$ cat src/rtl/dsst_pkg.sv
// Shared widths, register codes, operand record and helpers of the diffusion stencil block.
package dsst_pkg;

  localparam int MAX_GRID = 4096;
  localparam int ADDR_W   = $clog2(MAX_GRID);
  localparam int SIDE_W   = $clog2(MAX_GRID + 1);

  localparam int CELL_W   = 32;
  localparam int GRID_W   = 13;
  localparam int GAIN_W   = 15;
  localparam int FRAC_W   = 16;

  localparam int CFG_DATA_W = 15;
  localparam int CFG_IDX_W  = 1;

  // Laplacian holds four cells minus four times a cell, signed.
  localparam int LAP_W   = CELL_W + 4;
  localparam int PROD_W  = LAP_W + GAIN_W + 1;
  localparam int DELTA_W = PROD_W - FRAC_W;
  localparam int SUM_W   = DELTA_W + 2;

  localparam logic [PROD_W-1:0] ROUND_HALF = PROD_W'(1) << (FRAC_W - 1);

  localparam logic [GRID_W-1:0] GRID_RESET = GRID_W'(4096);
  localparam logic [GAIN_W-1:0] GAIN_RESET = GAIN_W'(66);

  localparam int Q_DEPTH = 4;
  localparam int Q_PTR_W = $clog2(Q_DEPTH);
  localparam int Q_CNT_W = $clog2(Q_DEPTH + 1);

  typedef enum logic [CFG_IDX_W-1:0] {
    REG_GRID_SIZE      = 1'b0,
    REG_DIFFUSION_GAIN = 1'b1
  } dsst_reg_t;

  typedef enum logic {
    KIND_CELL  = 1'b0,
    KIND_FLUSH = 1'b1
  } dsst_kind_t;

  // Everything the arithmetic needs for one result.
  typedef struct packed {
    logic [CELL_W-1:0] up;
    logic [CELL_W-1:0] below;
    logic [CELL_W-1:0] left;
    logic [CELL_W-1:0] old;
    logic [CELL_W-1:0] right;
    logic              border;
    logic              last;
  } dsst_op_t;

  // Grid side as used: the written size clamped to the supported range.
  function automatic logic [SIDE_W-1:0] dsst_side(input logic [GRID_W-1:0] grid);
    int unsigned gv;
    int unsigned nv;
    gv = 32'(grid);
    if (gv < 32'd3) begin
      nv = 32'd3;
    end else if (gv > 32'(MAX_GRID)) begin
      nv = 32'(MAX_GRID);
    end else begin
      nv = gv;
    end
    return SIDE_W'(nv);
  endfunction

endpackage

$ cat src/rtl/dsst_channels.sv


interface dsst_out_if import dsst_pkg::*; ();
  logic              valid;
  logic              ready;
  logic [CELL_W-1:0] new_value;
  logic              last_of_frame;

  modport source (output valid, output new_value, output last_of_frame, input ready);
  modport sink (input valid, input new_value, input last_of_frame, output ready);
endinterface

$ cat src/rtl/dsst_back.sv
// Back end: Laplacian, gain multiply, rounding, saturation and the output register.
module dsst_back import dsst_pkg::*; (
  input  logic               clk,
  input  logic               rst_n,
  input  logic [GAIN_W-1:0]  gain,
  input  logic [Q_CNT_W-1:0] q_count,
  input  dsst_op_t           head_op,
  output logic               pop,
  dsst_out_if.source         out_stream
);

  logic                     en;
  logic [LAP_W-1:0]         lap;
  logic signed [PROD_W-1:0] prod;
  logic signed [PROD_W-1:0] rounded;
  logic signed [DELTA_W-1:0] delta;
  logic signed [SUM_W-1:0]  sum;
  logic [CELL_W-1:0]        sat;
  logic [CELL_W-1:0]        result;

  logic                     b1_v_r;
  logic signed [LAP_W-1:0]  lap_r;
  logic [CELL_W-1:0]        old1_r;
  logic                     border1_r;
  logic                     last1_r;

  logic                     b2_v_r;
  logic signed [PROD_W-1:0] prod_r;
  logic [CELL_W-1:0]        old2_r;
  logic                     border2_r;
  logic                     last2_r;

  logic                     out_valid_r;
  logic [CELL_W-1:0]        new_value_r;
  logic                     last_r;

  assign en  = !out_valid_r || out_stream.ready;
  assign pop = en && (q_count != '0);

  // The true value fits in LAP_W signed bits, so modular arithmetic gives it exactly.
  assign lap = LAP_W'(head_op.up) + LAP_W'(head_op.below) + LAP_W'(head_op.left)
             + LAP_W'(head_op.right) - LAP_W'({head_op.old, 2'b00});

  assign prod = lap_r * $signed({1'b0, gain});

  assign rounded = prod_r + $signed(ROUND_HALF);
  assign delta   = rounded[PROD_W-1:FRAC_W];
  assign sum     = $signed({(SUM_W-CELL_W)'(0), old2_r})
                 + $signed({{(SUM_W-DELTA_W){delta[DELTA_W-1]}}, delta});

  always_comb begin
    if (sum[SUM_W-1]) begin
      sat = '0;
    end else if (|sum[SUM_W-2:CELL_W]) begin
      sat = '1;
    end else begin
      sat = sum[CELL_W-1:0];
    end
    result = border2_r ? old2_r : sat;
  end

  always_ff @(posedge clk) begin
    if (!rst_n) begin
      b1_v_r      <= 1'b0;
      b2_v_r      <= 1'b0;
      out_valid_r <= 1'b0;
    end else if (en) begin
      b1_v_r      <= pop;
      b2_v_r      <= b1_v_r;
      out_valid_r <= b2_v_r;
    end
  end

  always_ff @(posedge clk) begin
    if (en) begin
      lap_r       <= $signed(lap);
      old1_r      <= head_op.old;
      border1_r   <= head_op.border;
      last1_r     <= head_op.last;
      prod_r      <= prod;
      old2_r      <= old1_r;
      border2_r   <= border1_r;
      last2_r     <= last1_r;
      new_value_r <= result;
      last_r      <= last2_r;
    end
  end

  assign out_stream.valid         = out_valid_r;
  assign out_stream.new_value     = new_value_r;
  assign out_stream.last_of_frame = last_r;

endmodule

$ cat src/flat_wrapper.sv
// flat-port wrapper written by rule: the top's interface ports become plain ports
module dsst_back_flat import dsst_pkg::*;
  (clk, rst_n, gain, q_count, head_op, pop, out_stream_valid, out_stream_new_value, out_stream_last_of_frame, out_stream_ready);
  dsst_out_if out_stream_i ();
  input  logic clk;
  input  logic rst_n;
  input  logic [GAIN_W-1:0] gain;
  input  logic [Q_CNT_W-1:0] q_count;
  input  dsst_op_t head_op;
  output logic pop;
  output wire logic [$bits(out_stream_i.valid)-1:0] out_stream_valid;
  output wire logic [$bits(out_stream_i.new_value)-1:0] out_stream_new_value;
  output wire logic [$bits(out_stream_i.last_of_frame)-1:0] out_stream_last_of_frame;
  input wire logic [$bits(out_stream_i.ready)-1:0] out_stream_ready;
  assign out_stream_valid = out_stream_i.valid;
  assign out_stream_new_value = out_stream_i.new_value;
  assign out_stream_last_of_frame = out_stream_i.last_of_frame;
  assign out_stream_i.ready = out_stream_ready;
  dsst_back u_core (.clk(clk), .rst_n(rst_n), .gain(gain), .q_count(q_count), .head_op(head_op), .pop(pop), .out_stream(out_stream_i));
endmodule
$ cat config.mk
export PLATFORM = sky130hd
export DESIGN_NAME = dsst_back_flat
export DESIGN_NICKNAME = d
export VERILOG_FILES = /design/src/rtl/dsst_pkg.sv /design/src/rtl/dsst_channels.sv /design/src/rtl/dsst_back.sv /design/src/flat_wrapper.sv
export SDC_FILE = /design/constraint.sdc
export NUM_CORES = 2
export LEC_CHECK = 0
export BUFFER_PORTS_ARGS = -buffer_cell sky130_fd_sc_hd__buf_2
export CORE_MARGIN = 3
export CORE_UTILIZATION = 50
export CTS_CLUSTER_DIAMETER = 50
export DETAILED_ROUTE_END_ITERATION = 16
export HOLD_SLACK_MARGIN = 0.08
export PLACE_DENSITY_LB_ADDON = 0.08
export SYNTH_ARGS = -nofsm -noshare
export SYNTH_HDL_FRONTEND = slang
export SYNTH_SLANG_ARGS = --single-unit
$ cat constraint.sdc
create_clock -name clk -period 21.2 [get_ports clk]
set_input_delay 4.24 -clock clk [delete_from_list [all_inputs] [get_ports clk]]
set_output_delay 4.24 -clock clk [all_outputs]
set_load 0.005 [all_outputs]
* Word-level counts from Yosys, hierarchy flattened
Cells that the tools add are included.
** Storage, ports and cells
- Flip-flop bits (word level) :: 192
** Operators by class
- Add/sub/neg operators :: 6
- Multipliers :: 1
- Mux-type cells :: 3
- Reduce and logical (&&, ||, !) cells :: 5
** Operator list (number)
- $mux 32 :: 3
- $add 36x32->36 :: 2
- $add 52x17->52 const B :: 1
- $mul 36x16->52 :: 1
- $add 33x36->37 :: 1
- $sub 36x34->36 :: 1
- $add 32x32->33 :: 1
- $reduce_or 5->1 :: 1
- $reduce_bool 3->1 :: 1
- $logic_and 1x1->1 :: 1
- $logic_not 1->1 :: 1
- $logic_or 1x1->1 :: 1

* Longest topological paths before layout
- Word-level depth :: 6
- Depth in mapped cells :: 26
- Mapped depth without buffers :: 26

* Least setup slack after synthesis
OpenSTA, ideal clock, no wires.
- Path type :: input -> register
- From :: input port gain[1]
- To :: register u_core.prod_r[50] (data pin)
- Data arrival time :: 10083 ps
- Data required time :: 20938 ps
- Slack :: 10854 ps
- Stages :: 22
- Path buffers :: 1
- Cells stage by stage :: clkbuf_1 nand2_1 inv_1 fa_1 fa_1 fa_1 fa_1 fa_1 inv_1 fa_1 inv_1 ha_1 a21o_1 a21o_1 a21o_1 a2111oi_0 o211ai_1 a31oi_1 o31ai_1 a21oi_1 o21bai_1 xor2_1
** Between the ends
- Longest elaborated chain between the ends :: 1
** Ends and longest elaborated chain
- start, declared :: RTL line flat_wrapper.sv:7 : input logic [GAIN_W-1:0] gain;
- $mul 36x16->52 :: RTL line dsst_back.sv:44 : assign prod = lap_r * $signed({1'b0, gain});
- named net u_core.prod[50] :: RTL line dsst_back.sv:14 : logic signed [PROD_W-1:0] prod;
- end signal, assigned :: RTL line dsst_back.sv:80 : prod_r <= prod;
- end, declared :: RTL line dsst_back.sv:28 : logic signed [PROD_W-1:0] prod_r;
The timed path passes the listed nets, and every way through them passes these cells.
A chain may end at the register's enable or synchronous reset.

* Worst setup path after layout
Ends and elaborated chain as after synthesis.

==> impl_metrics.tcl <==
set metrics [dict create \
    status "complete, no violations" \
    setup_violations 0 \
    pin_count 218 \
    place.gp.congestion 0.901 \
    fp.coreArea_um2 60700 \
    start_util 0.507 \
    period_share 0.519 \
    grt_usage 0.250 \
    final_layout_size_suffix_gt1_frac 0.0876 \
    mostFrequentLayoutCells "inv_1, fa_1, nand2_1, ha_1, and2_1" \
    layout.nets 4284 \
    grt_max_degree 101 \
    cts_tree "done" \
    dp_cells 4072 \
    setup_tns_ns 0 \
    via_count 22100 \
    die_y_um 254 \
    synth_seq_cells 177 \
    hold_viol 0 \
    numClockSinks 177 \
    wl_per_cell_um 18.9 \
    clkLatencyLatePin_ns 0.45 \
    cts_root_buf "clkbuf_16" \
    post_cts_buffers 0 \
    end_kind "flip-flop" \
    tightestPinTransition_ns 1.01 \
    max_clock_freq_mhz 91.0 \
    ctsHoldBuffers 0 \
    grt_pass1_vias 24000 \
    syn_to_final_growth_pct 7.40 \
    min_period_ns 10.99 \
    grt_overflow 0 \
    cts_resized 0 \
    min_path_cells 0 \
    clk_pin_slew_ns 0.08 \
    grt_pass1_wl_mm 126 \
    worst_slack_ns 10.21 \
    synth.avg_cell_area_um2 9.70 \
    synth_edf_count 174 \
    synthArstFlopShare 0 \
    final_cells 4106 \
    ys.warnings.count 0 \
    synth_cell_types 79 \
    cts_buffers 17 \
    crit_arrival_ns 11.20 \
    reg2regPathDepth 21 \
    max-cap-violations 0 \
    fin_worst_skew_ns 0.0127 \
    post-dp-hpwl_mm 62.0 \
    fill_cells 5520 \
    antenna_found_initial 4 \
    preCtsSetupSlack_ns 9.78 \
    first_pass_iters 5 \
    synthFlopType "edfxtp_1" \
    synth_area_um2 30800 \
    numPortBuffers 217 \
    worst_setup_path_start_kind "input pin" \
    crit_path_max_fanout 36 \
    cts-htree-levels 4 \
    routed_wl_mm 77.4 \
    rsz0062_at_grt "false" \
    critPathRequiredTime_ns 21.41 \
    hold_class "reg2reg" \
    post_drt_via_cell_ratio 5.39 \
    design.die.area_um2 64600 \
    syn_nets 4150 \
    antenna_left 0 \
    netlist_instances 3175 \
    clock_path_buffers 2 \
    critPathKind "in2reg" \
    yosysSeqAreaShare 0.172 \
    layout_commonest_cell "inv_1" \
    drv_slew 0 \
    drtIter0Drc 1301 \
    row_count 90 \
    max-slew-margin-rel 0.325 \
    die_w_um 254 \
    drc 0 \
]
-- worst paths after layout --
check                        startpoint                           to  slack [ns]
max                             gain[1]  u_core.prod_r[50]$_DFFE_PP_       10.21
max reg2reg  u_core.lap_r[35]$_DFFE_PP_  u_core.prod_r[50]$_DFFE_PP_       13.90
min          u_core.old1_r[3]$_DFFE_PP_   u_core.old2_r[3]$_DFFE_PP_        0.42
min reg2reg  u_core.old1_r[3]$_DFFE_PP_   u_core.old2_r[3]$_DFFE_PP_        0.42
-- sequential cells by signal (all words and copies together), names as in the netlist, 32 cells and up --
register	cells
u_core.prod_r	37
u_core.lap_r	36
u_core.old1_r	32
u_core.old2_r	32
u_core.out_stream.new_value	32
-- per-stage QoR --
stage / hold WS, ns / utilization / cell area, µm²
after floorplan: 0.400 / - / 30800
after global placement: 0.400 / 0.535 / 32500
after detailed placement: 0.406 / 0.535 / 32500
after CTS: 0.423 / 0.545 / 33100
after global routing: 0.428 / 0.545 / 33100
final: 0.421 / 0.545 / 33100
-- critical path, stage by stage --
cell	delay [ns]
buf_2	0.64
nand2_1	0.21
inv_1	0.16
fa_1	0.55
fa_1	0.94
fa_1	0.54
fa_1	0.50
fa_1	0.49
inv_1	0.05
fa_1	0.47
inv_1	0.04
ha_1	0.34
a21o_1	0.19
a21o_1	0.18
a21o_1	0.20
a2111oi_0	0.44
o211ai_1	0.17
a31oi_1	0.20
o31ai_1	0.12
a21oi_1	0.25
o21bai_1	0.11
xor2_1	0.14
-- final cells by class --
type,count,area [µm²],share of cell area
multi-input cells,2233,22600,0.683
flip-flops and latches,177,5290,0.160
well taps,782,978,0.0296
diodes,2,5.00,0.000151
clock buffers,17,425,0.0129
repair buffers,226,1150,0.0349
inverters,654,2460,0.0744
clock inverters,15,161,0.00488
-- cell families (layout without fill, tap and decap cells) --
logic type | count (synthesis) | after routing | share of synthesized area
muxes | 1 | 1 | 0.000325
buffers and inverters | 765 | 912 | 0.0943
and+or+nand+nor | 867 | 867 | 0.136
DFF | 177 | 177 | 0.172
AOI/OAI and AO/OA | 409 | 409 | 0.0906
xor gates and xnor gates | 164 | 164 | 0.0466
other | 0 | 2 | 0
adders and majority gates | 792 | 792 | 0.461
-- cells in the mapped netlist, types with 5 or more instances --
master,n,area share
inv_1,653,0.080
fa_1,570,0.37
nand2_1,422,0.051
ha_1,222,0.090
and2_1,219,0.044
edfxtp_1,174,0.17
a21oi_1,115,0.019
clkbuf_1,103,0.013
xnor2_1,102,0.029
a21o_1,71,0.017
nor2_1,68,0.0083
o21ai_0,63,0.010
xor2_1,62,0.018
nand3_1,39,0.0063
a22oi_1,27,0.0066
nand4_1,21,0.0043
nor3_1,18,0.0029
o21bai_1,18,0.0044
and3_1,17,0.0035
nor2b_1,17,0.0035
o21a_1,16,0.0039
nand2b_1,15,0.0030
a31oi_1,14,0.0028
a211oi_1,10,0.0024
and4_1,9,0.0026
o211ai_1,7,0.0017
a21boi_0,6,0.0015
or3_1,6,0.0012
a41oi_1,5,0.0014
nor4_1,5,0.0010
-- per-layer routing --
layer  track usage  share of wire  up-vias
li1              -              -    10200
met1         0.321           0.41    11300
met2         0.457           0.53      514
met3        0.0239          0.040      126
met4        0.0655          0.025        0
met5             0              0        -
Power is not shown: default switching activity piles up to over one toggle a cycle in this logic, so the estimate is an artifact.
