**src/rtl/dsst_pkg.sv**
```systemverilog
// Shared widths, register codes, operand record and helpers of the diffusion stencil block.
package dsst_pkg;

  localparam int MAX_GRID = 4096;
  localparam int ADDR_W   = $clog2(MAX_GRID);
  localparam int SIDE_W   = $clog2(MAX_GRID + 1);

  localparam int CELL_W   = 32;
  localparam int GRID_W   = 13;
  localparam int GAIN_W   = 15;
  localparam int FRAC_W   = 16;

  localparam int CFG_DATA_W = 15;
  localparam int CFG_IDX_W  = 1;

  // Laplacian holds four cells minus four times a cell, signed.
  localparam int LAP_W   = CELL_W + 4;
  localparam int PROD_W  = LAP_W + GAIN_W + 1;
  localparam int DELTA_W = PROD_W - FRAC_W;
  localparam int SUM_W   = DELTA_W + 2;

  localparam logic [PROD_W-1:0] ROUND_HALF = PROD_W'(1) << (FRAC_W - 1);

  localparam logic [GRID_W-1:0] GRID_RESET = GRID_W'(4096);
  localparam logic [GAIN_W-1:0] GAIN_RESET = GAIN_W'(66);

  localparam int Q_DEPTH = 4;
  localparam int Q_PTR_W = $clog2(Q_DEPTH);
  localparam int Q_CNT_W = $clog2(Q_DEPTH + 1);

  typedef enum logic [CFG_IDX_W-1:0] {
    REG_GRID_SIZE      = 1'b0,
    REG_DIFFUSION_GAIN = 1'b1
  } dsst_reg_t;

  typedef enum logic {
    KIND_CELL  = 1'b0,
    KIND_FLUSH = 1'b1
  } dsst_kind_t;

  // Everything the arithmetic needs for one result.
  typedef struct packed {
    logic [CELL_W-1:0] up;
    logic [CELL_W-1:0] below;
    logic [CELL_W-1:0] left;
    logic [CELL_W-1:0] old;
    logic [CELL_W-1:0] right;
    logic              border;
    logic              last;
  } dsst_op_t;

  // Grid side as used: the written size clamped to the supported range.
  function automatic logic [SIDE_W-1:0] dsst_side(input logic [GRID_W-1:0] grid);
    int unsigned gv;
    int unsigned nv;
    gv = 32'(grid);
    if (gv < 32'd3) begin
      nv = 32'd3;
    end else if (gv > 32'(MAX_GRID)) begin
      nv = 32'(MAX_GRID);
    end else begin
      nv = gv;
    end
    return SIDE_W'(nv);
  endfunction

endpackage

```
**src/rtl/dsst_fifo.sv**
```systemverilog
// Short operand queue between the front end and the arithmetic back end.
module dsst_fifo import dsst_pkg::*; (
  input  logic               clk,
  input  logic               rst_n,
  input  logic               push,
  input  dsst_op_t           push_op,
  input  logic               pop,
  output dsst_op_t           head_op,
  output logic [Q_CNT_W-1:0] count
);

  dsst_op_t           entries [Q_DEPTH];
  logic [Q_PTR_W-1:0] wr_ptr_r, wr_ptr_nxt;
  logic [Q_PTR_W-1:0] rd_ptr_r, rd_ptr_nxt;
  logic [Q_CNT_W-1:0] count_r, count_nxt;

  always_comb begin
    wr_ptr_nxt = push ? wr_ptr_r + Q_PTR_W'(1) : wr_ptr_r;
    rd_ptr_nxt = pop ? rd_ptr_r + Q_PTR_W'(1) : rd_ptr_r;
    count_nxt  = count_r + Q_CNT_W'(push) - Q_CNT_W'(pop);
  end

  always_ff @(posedge clk) begin
    if (!rst_n) begin
      wr_ptr_r <= '0;
      rd_ptr_r <= '0;
      count_r  <= '0;
    end else begin
      wr_ptr_r <= wr_ptr_nxt;
      rd_ptr_r <= rd_ptr_nxt;
      count_r  <= count_nxt;
    end
  end

  always_ff @(posedge clk) begin
    if (push) begin
      entries[wr_ptr_r] <= push_op;
    end
  end

  assign head_op = entries[rd_ptr_r];
  assign count   = count_r;

  a_no_underflow: assert property (@(posedge clk) disable iff (!rst_n)
    pop |-> (count_r != '0))
    else $error("operand queue popped while empty");

endmodule

```
**config.mk**
```make
export PLATFORM = sky130hd
export DESIGN_NAME = dsst_fifo
export DESIGN_NICKNAME = d
export VERILOG_FILES = /design/src/rtl/dsst_pkg.sv /design/src/rtl/dsst_fifo.sv
export SDC_FILE = /design/constraint.sdc
export NUM_CORES = 1
export LEC_CHECK = 0
export BUFFER_PORTS_ARGS = -buffer_cell sky130_fd_sc_hd__buf_2
export CAP_MARGIN = 20
export CORE_MARGIN = 2
export CORE_UTILIZATION = 57
export CTS_CLUSTER_DIAMETER = 120
export DETAILED_ROUTE_END_ITERATION = 12
export PLACE_DENSITY = 0.79
export RECOVER_POWER = 25
export SLEW_MARGIN = 10
export SYNTH_ARGS = -nofsm -noshare
export SYNTH_HDL_FRONTEND = slang
export SYNTH_SLANG_ARGS = --single-unit
```
**constraint.sdc**
```tcl
create_clock -name clk -period 6.7 [get_ports clk]
set_input_delay 2.01 -clock clk [delete_from_list [all_inputs] [get_ports clk]]
set_output_delay 2.01 -clock clk [all_outputs]
set_load 0.01 [all_outputs]
```
# After elaboration in Yosys (flattened, before gate mapping)
# Memory sizes are Yosys's and may differ from the RTL's. A register that Yosys moved wholly into a read port is not among the register bits.
# Cells that the tools add are included.
# totals
ff_bits	7
ram_bits	648
in_bits	166
out_inout_bits	165
elab_cells	12
mem_count	1
# memory_table
memory	depth	word_bits	read_ports	rd_ports_with_merged_regs	wr	line	rtl
entries	4	162	1	1	1	dsst_fifo.sv:12	dsst_op_t entries [Q_DEPTH];
# classes
n_addsub	4
mux	4
# op_table
op	n
adder 2 x 1 -> 2 bit (second input constant)	2
two-way mux 2 bit	2
adder 3 x 1 -> 3 bit	1
subtractor 3 x 1 -> 3 bit	1
two-way mux 1 bit	2

# Logic depth before layout (Yosys ltp)
# Gate-level depths: netlist of run 1.
# logic_depth
ltp_word	3
mapped_depth	7
ltp_nobuf	7

# Worst setup path after synthesis of run 1
# No wires, ideal clock.
# synth_timing
path_type	in2reg
start	input port push
end	memory entries[0][0] in the netlist's numbering (enable)
arrival_ns	5.701
required_ns	6.159
slack_ns	0.459
path_stages	1
path_buffers	0
cell_sequence	and2_1
# synth_via
elab_chain_cells	2
# synth_rtl
item	line	rtl
from (decl)	dsst_fifo.sv:5	input logic push,
two-way mux 1 bit	dsst_fifo.sv:36	if (push) begin
two-way mux 1 bit (not written as such)	dsst_fifo.sv:37	entries[wr_ptr_r] <= push_op;
to (decl)	dsst_fifo.sv:12	
# No other way between the ends.

==> results by stage, run 1 <==
Setup path:
- Among all stages on the critical path, the largest delay is contributed by dfxtp_4.
- The number of cells on the worst reg-to-reg path is 4.
- The startpoint type of the worst setup path is a register.
- For flop-to-flop paths, the worst setup slack is approximately 4.3 ns.
- The beginning of the worst register-to-register path is wr_ptr_r[0].
- The worst path buffer plus inverter count is 2.
- The critical path is of the register to primary output type.
- Grouping stages by cell kind, the critical path spends the most delay in flip-flops.
- At the worst endpoint, the arrival time is around 2.9 ns.
- In this run the worst path has a maximum fanout of 69.
- The critical path's largest stage delay is roughly 0.9 ns.
- For the worst setup path, the data required time is about 4.7 ns.
- The critical path goes through buf_12 > mux4_2 > buf_2.
- The element type at the critical path end is a primary output.
- In this run the critical register-to-register path is captured at entries[2][130].

Power:
- The overall power consumption is approximately 9.0 mW.
- Power spread over the standard cell area amounts to 322 nW/µm².
- VDD sags by at most ~0.35 mV.
- The leakage power is 9.13 nW.

Clock network:
- CTS saw around 660 sinks.
- The maximum level of the CTS H-tree is 2.
- After clock tree synthesis, the flow added hold-fix buffers numbering 0.
- The count of cells resized by post-cts repair is 0.
- The root buffer cell is clkbuf_16.
- The total clock buffers created by CTS is 61.
- TritonCTS built the clock tree.
- The clock latency on the worst-skew pair is 0.60 ns.
- The number of buffers added for setup after CTS is 0.
- Counting along the longest clock path gives a buffer depth of 3.
- Clock-pin slew was measured on the worst setup and hold paths at 0.06 ns.

Place:
- The worst slack at placement is between 2 and 2.5 ns.
- The number of cells in the design after placement is roughly 1,700.
- Once detailed placement completed, the half-perimeter wirelength came to 26.3 mm.
- The number of buffers added on ports is 330.
- At the end of routability-driven placement, the weighted congestion stood at 0.753.

Yosys:
- Yosys mapped the design onto 18 distinct sky130hd cell types.
- Synthesis produced about 890 cells.
- After synthesis, the cell types taking the most area are edfxtp_1 (82%), mux4_2 (15%), dfxtp_1 (0.76%).
- The total nets after synthesis is 1,060.
- The yosys synthesis warning count is 0.
- The cell type with the highest aggregate area in the netlist is edfxtp_1.
- In this run, synthesis produced a sequential element count of 657.
- The mapped netlist covers ~24,000 µm².
- The share of synthesized area in the top cell type comes to 81.9%.
- Summing the sequential cell areas from Yosys gives approximately 83% of the chip area.
- The mean post-synth cell area is ~27 µm².

STA:
- In the final timing run, aggregate negative setup slack is 0 ns.
- Counting I/O delays and the setup requirement, the final critical path takes slightly below 5 ns.
- The total count of max-transition violations in the final report came to 0.
- Setup violations remaining at the end of the flow were counted as 0.
- The worst path meets setup with between 1.5 and 2 ns of slack.
- On the final layout, the worst hold slack is roughly 0.56 ns.
- Timing would allow up to between 200 and 250 MHz.
- Setup repair after global routing left no endpoint under its margin.
- The worst pin sits at a relative slew slack of between 30% and 40%.
- The number of hold violations in the final report is 0.
- The final critical path takes up ~74% of the cycle.
- For the pin with the worst max-slew slack, the measured transition is just under 1 ns.
- The clock skew after layout is 0.00725 ns.

Floorplanning:
- The die covers between 40,000 and 50,000 µm².
- The overall die height is between 200 and 250 µm.
- The starting density of the core is between 50 and 60%.
- The count of boundary I/O pins is between 300 and 400.
- The floorplan has 74 rows.
- The area of the core is approximately 41,000 µm².
- The overall die width is 208 µm.

Worst hold path:
- The tightest min-delay check is of the register to register type.
- The hold path startpoint is rd_ptr_r[1].
- The worst hold path stage count is 2.

Routing:
- The met3 wire length is between 4 and 5 mm.
- The number of vias per cell after detailed routing is roughly 5.8.
- The detailed-route DRC error count is 0.
- Wires add up to approximately 45 mm.
- Signal routing reaches up to met5.
- The detailed route wirelength on metal2 is between 20 and 25 mm.
- The detailed-routing iteration count for the pre-antenna-repair pass is 5.
- The average routed wire per standard cell is between 20 and 25 µm.
- The final route contains around 11,000 vias.
- The detailed router put a total of ~18 mm of wire on met1.
- The detail route stage leaves a number of antenna-violating nets equal to 0.
- For this block, the initial DRC count from the detailed router was 751.

GRT:
- Global routing consumed, over all layers together, around a fifth of the routing resources.
- The first global-routing pass estimated around 70 mm of wire.
- The number of antenna violations at the first check in global routing was 9.
- The via count of the first global-routing pass is 11,300.
- Global routing finished with a remaining overflow of 0.
- The largest net degree at the start of global routing is between 90 and 100.

Status:
- The run finished with clean final reports.

Layout:
- The final net count is approximately 1,400.
- The register area is ~20,000 µm².
- Excluding fillers, the count of instances in the completed layout stands at 1,846.
- Compared with the post-synthesis result, the final layout area differs by 17.6%.
- Cells with a size suffix above 1 make up a little under two fifths of the layout.
- The number of fill cells in the layout is ~2,500.
- The footprint of the multi-input gates is just under 4000 µm².

Flow run:
- The max capacitance violation total is 0.
-- through the flow --
stage	area [µm²]	utilization (%)
3_3_place_gp	26100	63.5
5_1_grt	28000	68.1
2_1_floorplan	23800	-
4_1_cts	28100	68.5
3_5_place_dp	26100	63.5
6_report	28000	68.2
-- layout make-up --
class                      instances  share of cell area [%]
sequential                       657                    70.3
multi-input combinational        187                    13.9
timing repair buffer             343                    6.09
clock buffer                      77                    5.97
tap                              532                    2.38
clock inverter                    39                    1.27
inverter                           7                  0.0940
antenna                            4                  0.0358
-- layer usage --
layer,global-route usage [%],vias to the layer above
met2,34.3,432
met1,28.3,5604
met4,6.23,10
li1,-,4607
met3,6.78,72
met5,0,-
-- worst reg2reg max path, stage by stage, from the launching register on --
cell,delay [ns]
dfxtp_1,0.34
inv_1,0.11
ha_1,0.16
and2_4,0.77
buf_4,0.60
-- cell usage after synthesis --
cell	n
edfxtp_1	648
mux4_2	162
buf_2	18
buf_6	10
dfxtp_1	9
inv_1	7
and2_1	6
clkbuf_1	6
ha_1	6
nor2_1	5
buf_1	2
xnor2_1	2
a21bo_2	1
a21oi_1	1
fa_1	1
mux2i_1	1
nand3b_1	1
xor3_1	1
-- placed cells by master (no fill, tap or decap) --
cell	instances
inv_1	7
a21oi_1	1
mux2i_1	1
clkbuf_8	4
dfxtp_4	2
clkinv_2	13
mux4_2	162
bufinv_16	6
xnor2_1	2
a21bo_2	1
clkinv_4	1
and2_4	4
ha_1	6
clkbuf_16	63
nand3b_1	1
clkinv_1	12
xor3_1	1
and2_1	2
edfxtp_1	648
buf_4	6
buf_2	223
inv_6	2
clkinvlp_4	5
dfxtp_1	7
fa_1	1
diode_2	4
clkbuf_1	117
buf_12	7
nor2_1	5
-- flip-flops by register name, summed over array words and instances, names as in the netlist, named ones only --
| name | flops |
|---|---|
| count | 3 |
| entries | 648 |
| rd_ptr_r | 2 |
| wr_ptr_r | 2 |
-- where the power goes --
part	internal, mW	switching [mW]	leakage, nW
clock network	1.99	1.42	0.985
registers	4.73	0.0723	6.03
logic	0.367	0.438	2.12
-- cells by family (layout without fill, tap and decap cells) --
logic type / count (synthesis) / after routing / share of synthesized area, %
mux: 163 / 163 / 15.4
buf+inv: 43 / 466 / 1.09
xor+xnor: 3 / 3 / 0.174
flops: 657 / 657 / 82.6
fa+ha+maj: 7 / 7 / 0.400
other cells: 0 / 4 / 0
compound gates: 2 / 2 / 0.0631
simple gates: 12 / 12 / 0.268
-- worst max path at each step --
stage,cells past startpoint,slack (ns),to
2_1_floorplan,1,0.46,entries[0][0]
3_3_place_gp,3,2.33,head_op[142]
3_5_place_dp,3,2.34,head_op[104]
4_1_cts,3,1.68,head_op[145]
5_1_grt,3,1.50,head_op[104]
6_report,3,1.77,head_op[148]
No activity file was read; power rests on OpenSTA's default activity.
==> run 2, diff against run 1 <==
--- a/config.mk
+++ b/config.mk
@@ -8,10 +8,10 @@
 export BUFFER_PORTS_ARGS = -buffer_cell sky130_fd_sc_hd__buf_2
 export CAP_MARGIN = 20
 export CORE_MARGIN = 2
-export CORE_UTILIZATION = 57
+export CORE_UTILIZATION = 51
 export CTS_CLUSTER_DIAMETER = 120
 export DETAILED_ROUTE_END_ITERATION = 12
-export PLACE_DENSITY = 0.79
+export PLACE_DENSITY = 0.75
 export RECOVER_POWER = 25
 export SLEW_MARGIN = 10
 export SYNTH_ARGS = -nofsm -noshare
==> constraint.sdc (replaced) <==
create_clock -name clk -period 4.1 [get_ports clk]
set_input_delay 1.23 -clock clk [delete_from_list [all_inputs] [get_ports clk]]
set_output_delay 1.23 -clock clk [all_outputs]
set_load 0.01 [all_outputs]
==> run 2 against run 1 <==
Net effect:
- die area up 12%
- register-to-register slack worse by 2.2 ns
- final area up 1.3%
- clock power up 67%
- combinational power up 73%
- hold slack worse by 0.011 ns
==> results by stage, run 2 (same netlist as run 1, synthesis figures left out) <==
Power:
- Summed over all cells, the static leakage comes to between 9 and 10 nW.
- The power per unit of standard cell area is about 530 nW/µm².
- Total power for the finished layout comes to about 15 mW.
- The worst IR drop on VDD is approximately 0.41 mV.

Clock network:
- The number of buffers between clock root and the deepest sink is 3.
- The TritonCTS clock tree is built.
- The maximum level of the CTS H-tree is 3.
- The total clock buffers created by CTS is between 60 and 70.
- The number of clock sinks seen by CTS is ~660.
- The clock latency on the worst-skew pair is 0.61 ns.
- The count of cells resized by post-cts repair is 0.
- The post-CTS clock slew at the launch and capture registers of the worst setup and hold paths is approximately 0.060 ns.
- The root buffer cell is clkbuf_16.
- Once the clock tree was built, the setup fixing pass inserted 0 buffers.
- The number of buffers added to fix hold violations after cts is 0.

STA:
- Summed over all failing endpoints, the final setup total negative slack is 0 ns.
- Dividing the final minimum period by the clock period gives roughly nine tenths.
- Setup violations remaining at the end of the flow were counted as 0.
- The number of hold violations in the final report is 0.
- Setup repair after global routing left no endpoint under its margin.
- For the finished layout, the period the worst path requires is 3.63 ns.
- The total count of max-transition violations in the final report was 0.
- Headroom to the max-slew limit came out at ~46%.
- Between clock sinks in the finished design, the worst skew comes to between 0.02 and 0.03 ns.
- At the pin with the least slew margin, the transition time is around 0.8 ns.
- The peak clock frequency supported by timing is 275 MHz.

Setup path:
- STA classifies the critical path endpoint as a primary output.
- The critical path goes through buf_12 > mux4_2 > buf_2.
- The worst setup path is launched from a register.
- The worst-path cell with the longest stage delay is dfxtp_4.
- The critical path is of the register to primary output type.
- In this run the worst path has a maximum fanout of 37.
- Data arrives at the worst endpoint at around 2.4 ns.
- The data required time at the worst endpoint is ~2.9 ns.
- For this run, the slowest stage of the critical path takes around 0.65 ns.

Place:
- The final weighted congestion in routability-driven placement is roughly 0.73.
- After legalization and detailed placement, the total HPWL measured 28.8 mm.
- The number of cells in the design after placement is 1,818.
- The number of buffers added on ports is 330.

Routing:
- The vias after detailed routing is between 10,000 and 15,000.
- After detailed routing, the average wire length per cell comes to ~24 µm.
- For this run, the detailed router's first-pass iteration total came to 4.
- The aggregate routed wire length is around 47 mm.
- The number of vias per cell after detailed routing is 5.57.
- After detailed routing, the number of remaining DRC violations is 0.
- The number of nets still failing antenna checks after routing is 0.
- The number of violations reported at the end of detailed-routing iteration 0 is 763.

Floorplanning:
- The region available for standard cell placement spans between 40,000 and 50,000 µm².
- The row count is 79.
- The overall die width is roughly 220 µm.
- The count of boundary I/O pins is 331.
- Measured along the y axis, the die boundary spans ~220 µm.
- The initial utilization of the core area, before any placement, comes to between 50 and 60%.
- The die covers just under 50,000 µm².

GRT:
- The largest net degree at the start of global routing is between 50 and 60.
- For this run, the total global-route usage over all layers was measured as just under 20%.
- The first global-routing pass estimated between 70 and 80 mm of wire.
- The via count of the first global-routing pass is roughly 11,000.
- The total congestion overflow after global routing is 0.
- The number of antenna violations at the first check in global routing came to 7.

Layout:
- The register with the most flip-flops in the layout has 648 of them.
- The register ranked first by flip-flop count is entries.
- The area growth from synthesis to layout is 19.2%.
- The count of cells in the finished layout, fillers not included, comes to 1,940.
- The library cells used most frequently in the layout, excluding fill and tap cells, are edfxtp_1 (648), buf_2 (228), mux4_2 (162).
- The number of fill cells in the layout is 3,143.
- The final net count is between 1,000 and 1,500.
- The final core utilization is approximately 60%.
- Leaving out fill and tap cells, the most frequent cell in the layout is edfxtp_1.
- Cells with a size suffix above 1 make up 39.0% of the layout.

Status:
- The run finished with clean final reports.

Flow run:
- Across the run, the number of max-cap violations was 0.

Worst hold path:
- The class of the worst hold path is register to register.
run 2: cell types whose count changed in the layout (fill, tap and decap cells not counted), sizes merged:
cell      delta
clkinvlp     -5
bufinv       -2
clkbuf       +2
clkinv       -4
buf         +22
inv          +6
run 2: worst paths after layout:
path / slack (ns) / from / end / cells after the start
worst max-delay path: 0.47 / register / head_op[43] / 3
worst min-delay path: 0.54 / rd_ptr_r[1] / register / 2
worst max register to register: 2.11 / wr_ptr_r[0] / entries[0][69] / 4
worst min register to register: 0.54 / rd_ptr_r[1] / register / 2
run 2: worst max-delay path: cells and delay by family (launching register included):
family / cells / cell delay [ns]
flip-flops: 1 / 0.65
multiplexers: 1 / 0.60
buffers and inverters: 2 / 0.52
run 2: per-layer routing:
metal	routed length [µm]	share of wire (%)	track usage, %
met1	18200	38	25.6
met2	24200	51	32.6
met3	4010	8.5	6.38
met4	909	1.9	6.20
met5	41	0.087	0
run 2: layout make-up:
cell class	count	area (µm²)	share of cell area [%]
Timing Repair Buffer	360	1960	6.92
Clock buffer	84	1750	6.17
Multi-Input combinational cell	187	3880	13.7
Sequential cell	657	19600	69.3
Antenna cell	4	10.0	0.0353
Tap cell	607	759	2.68
Inverter	7	26.3	0.0927
Clock inverter	34	297	1.05
run 2: where the power goes:
group | internal, mW | total, mW | switching [mW]
Clock | 3.29 | 5.70 | 2.41
Combinational | 0.637 | 1.39 | 0.750
Sequential | 7.72 | 7.82 | 0.0996
run 2: through the flow:
stage,setup WS (ns),hold slack [ns],instance area [µm²]
finish,0.469,0.545,28300
global route,0.309,0.569,28300
CTS,0.357,0.552,28500
detailed placement,1.05,0.540,26400
global placement,1.07,0.517,26400
floorplan,0.440,0.499,23800
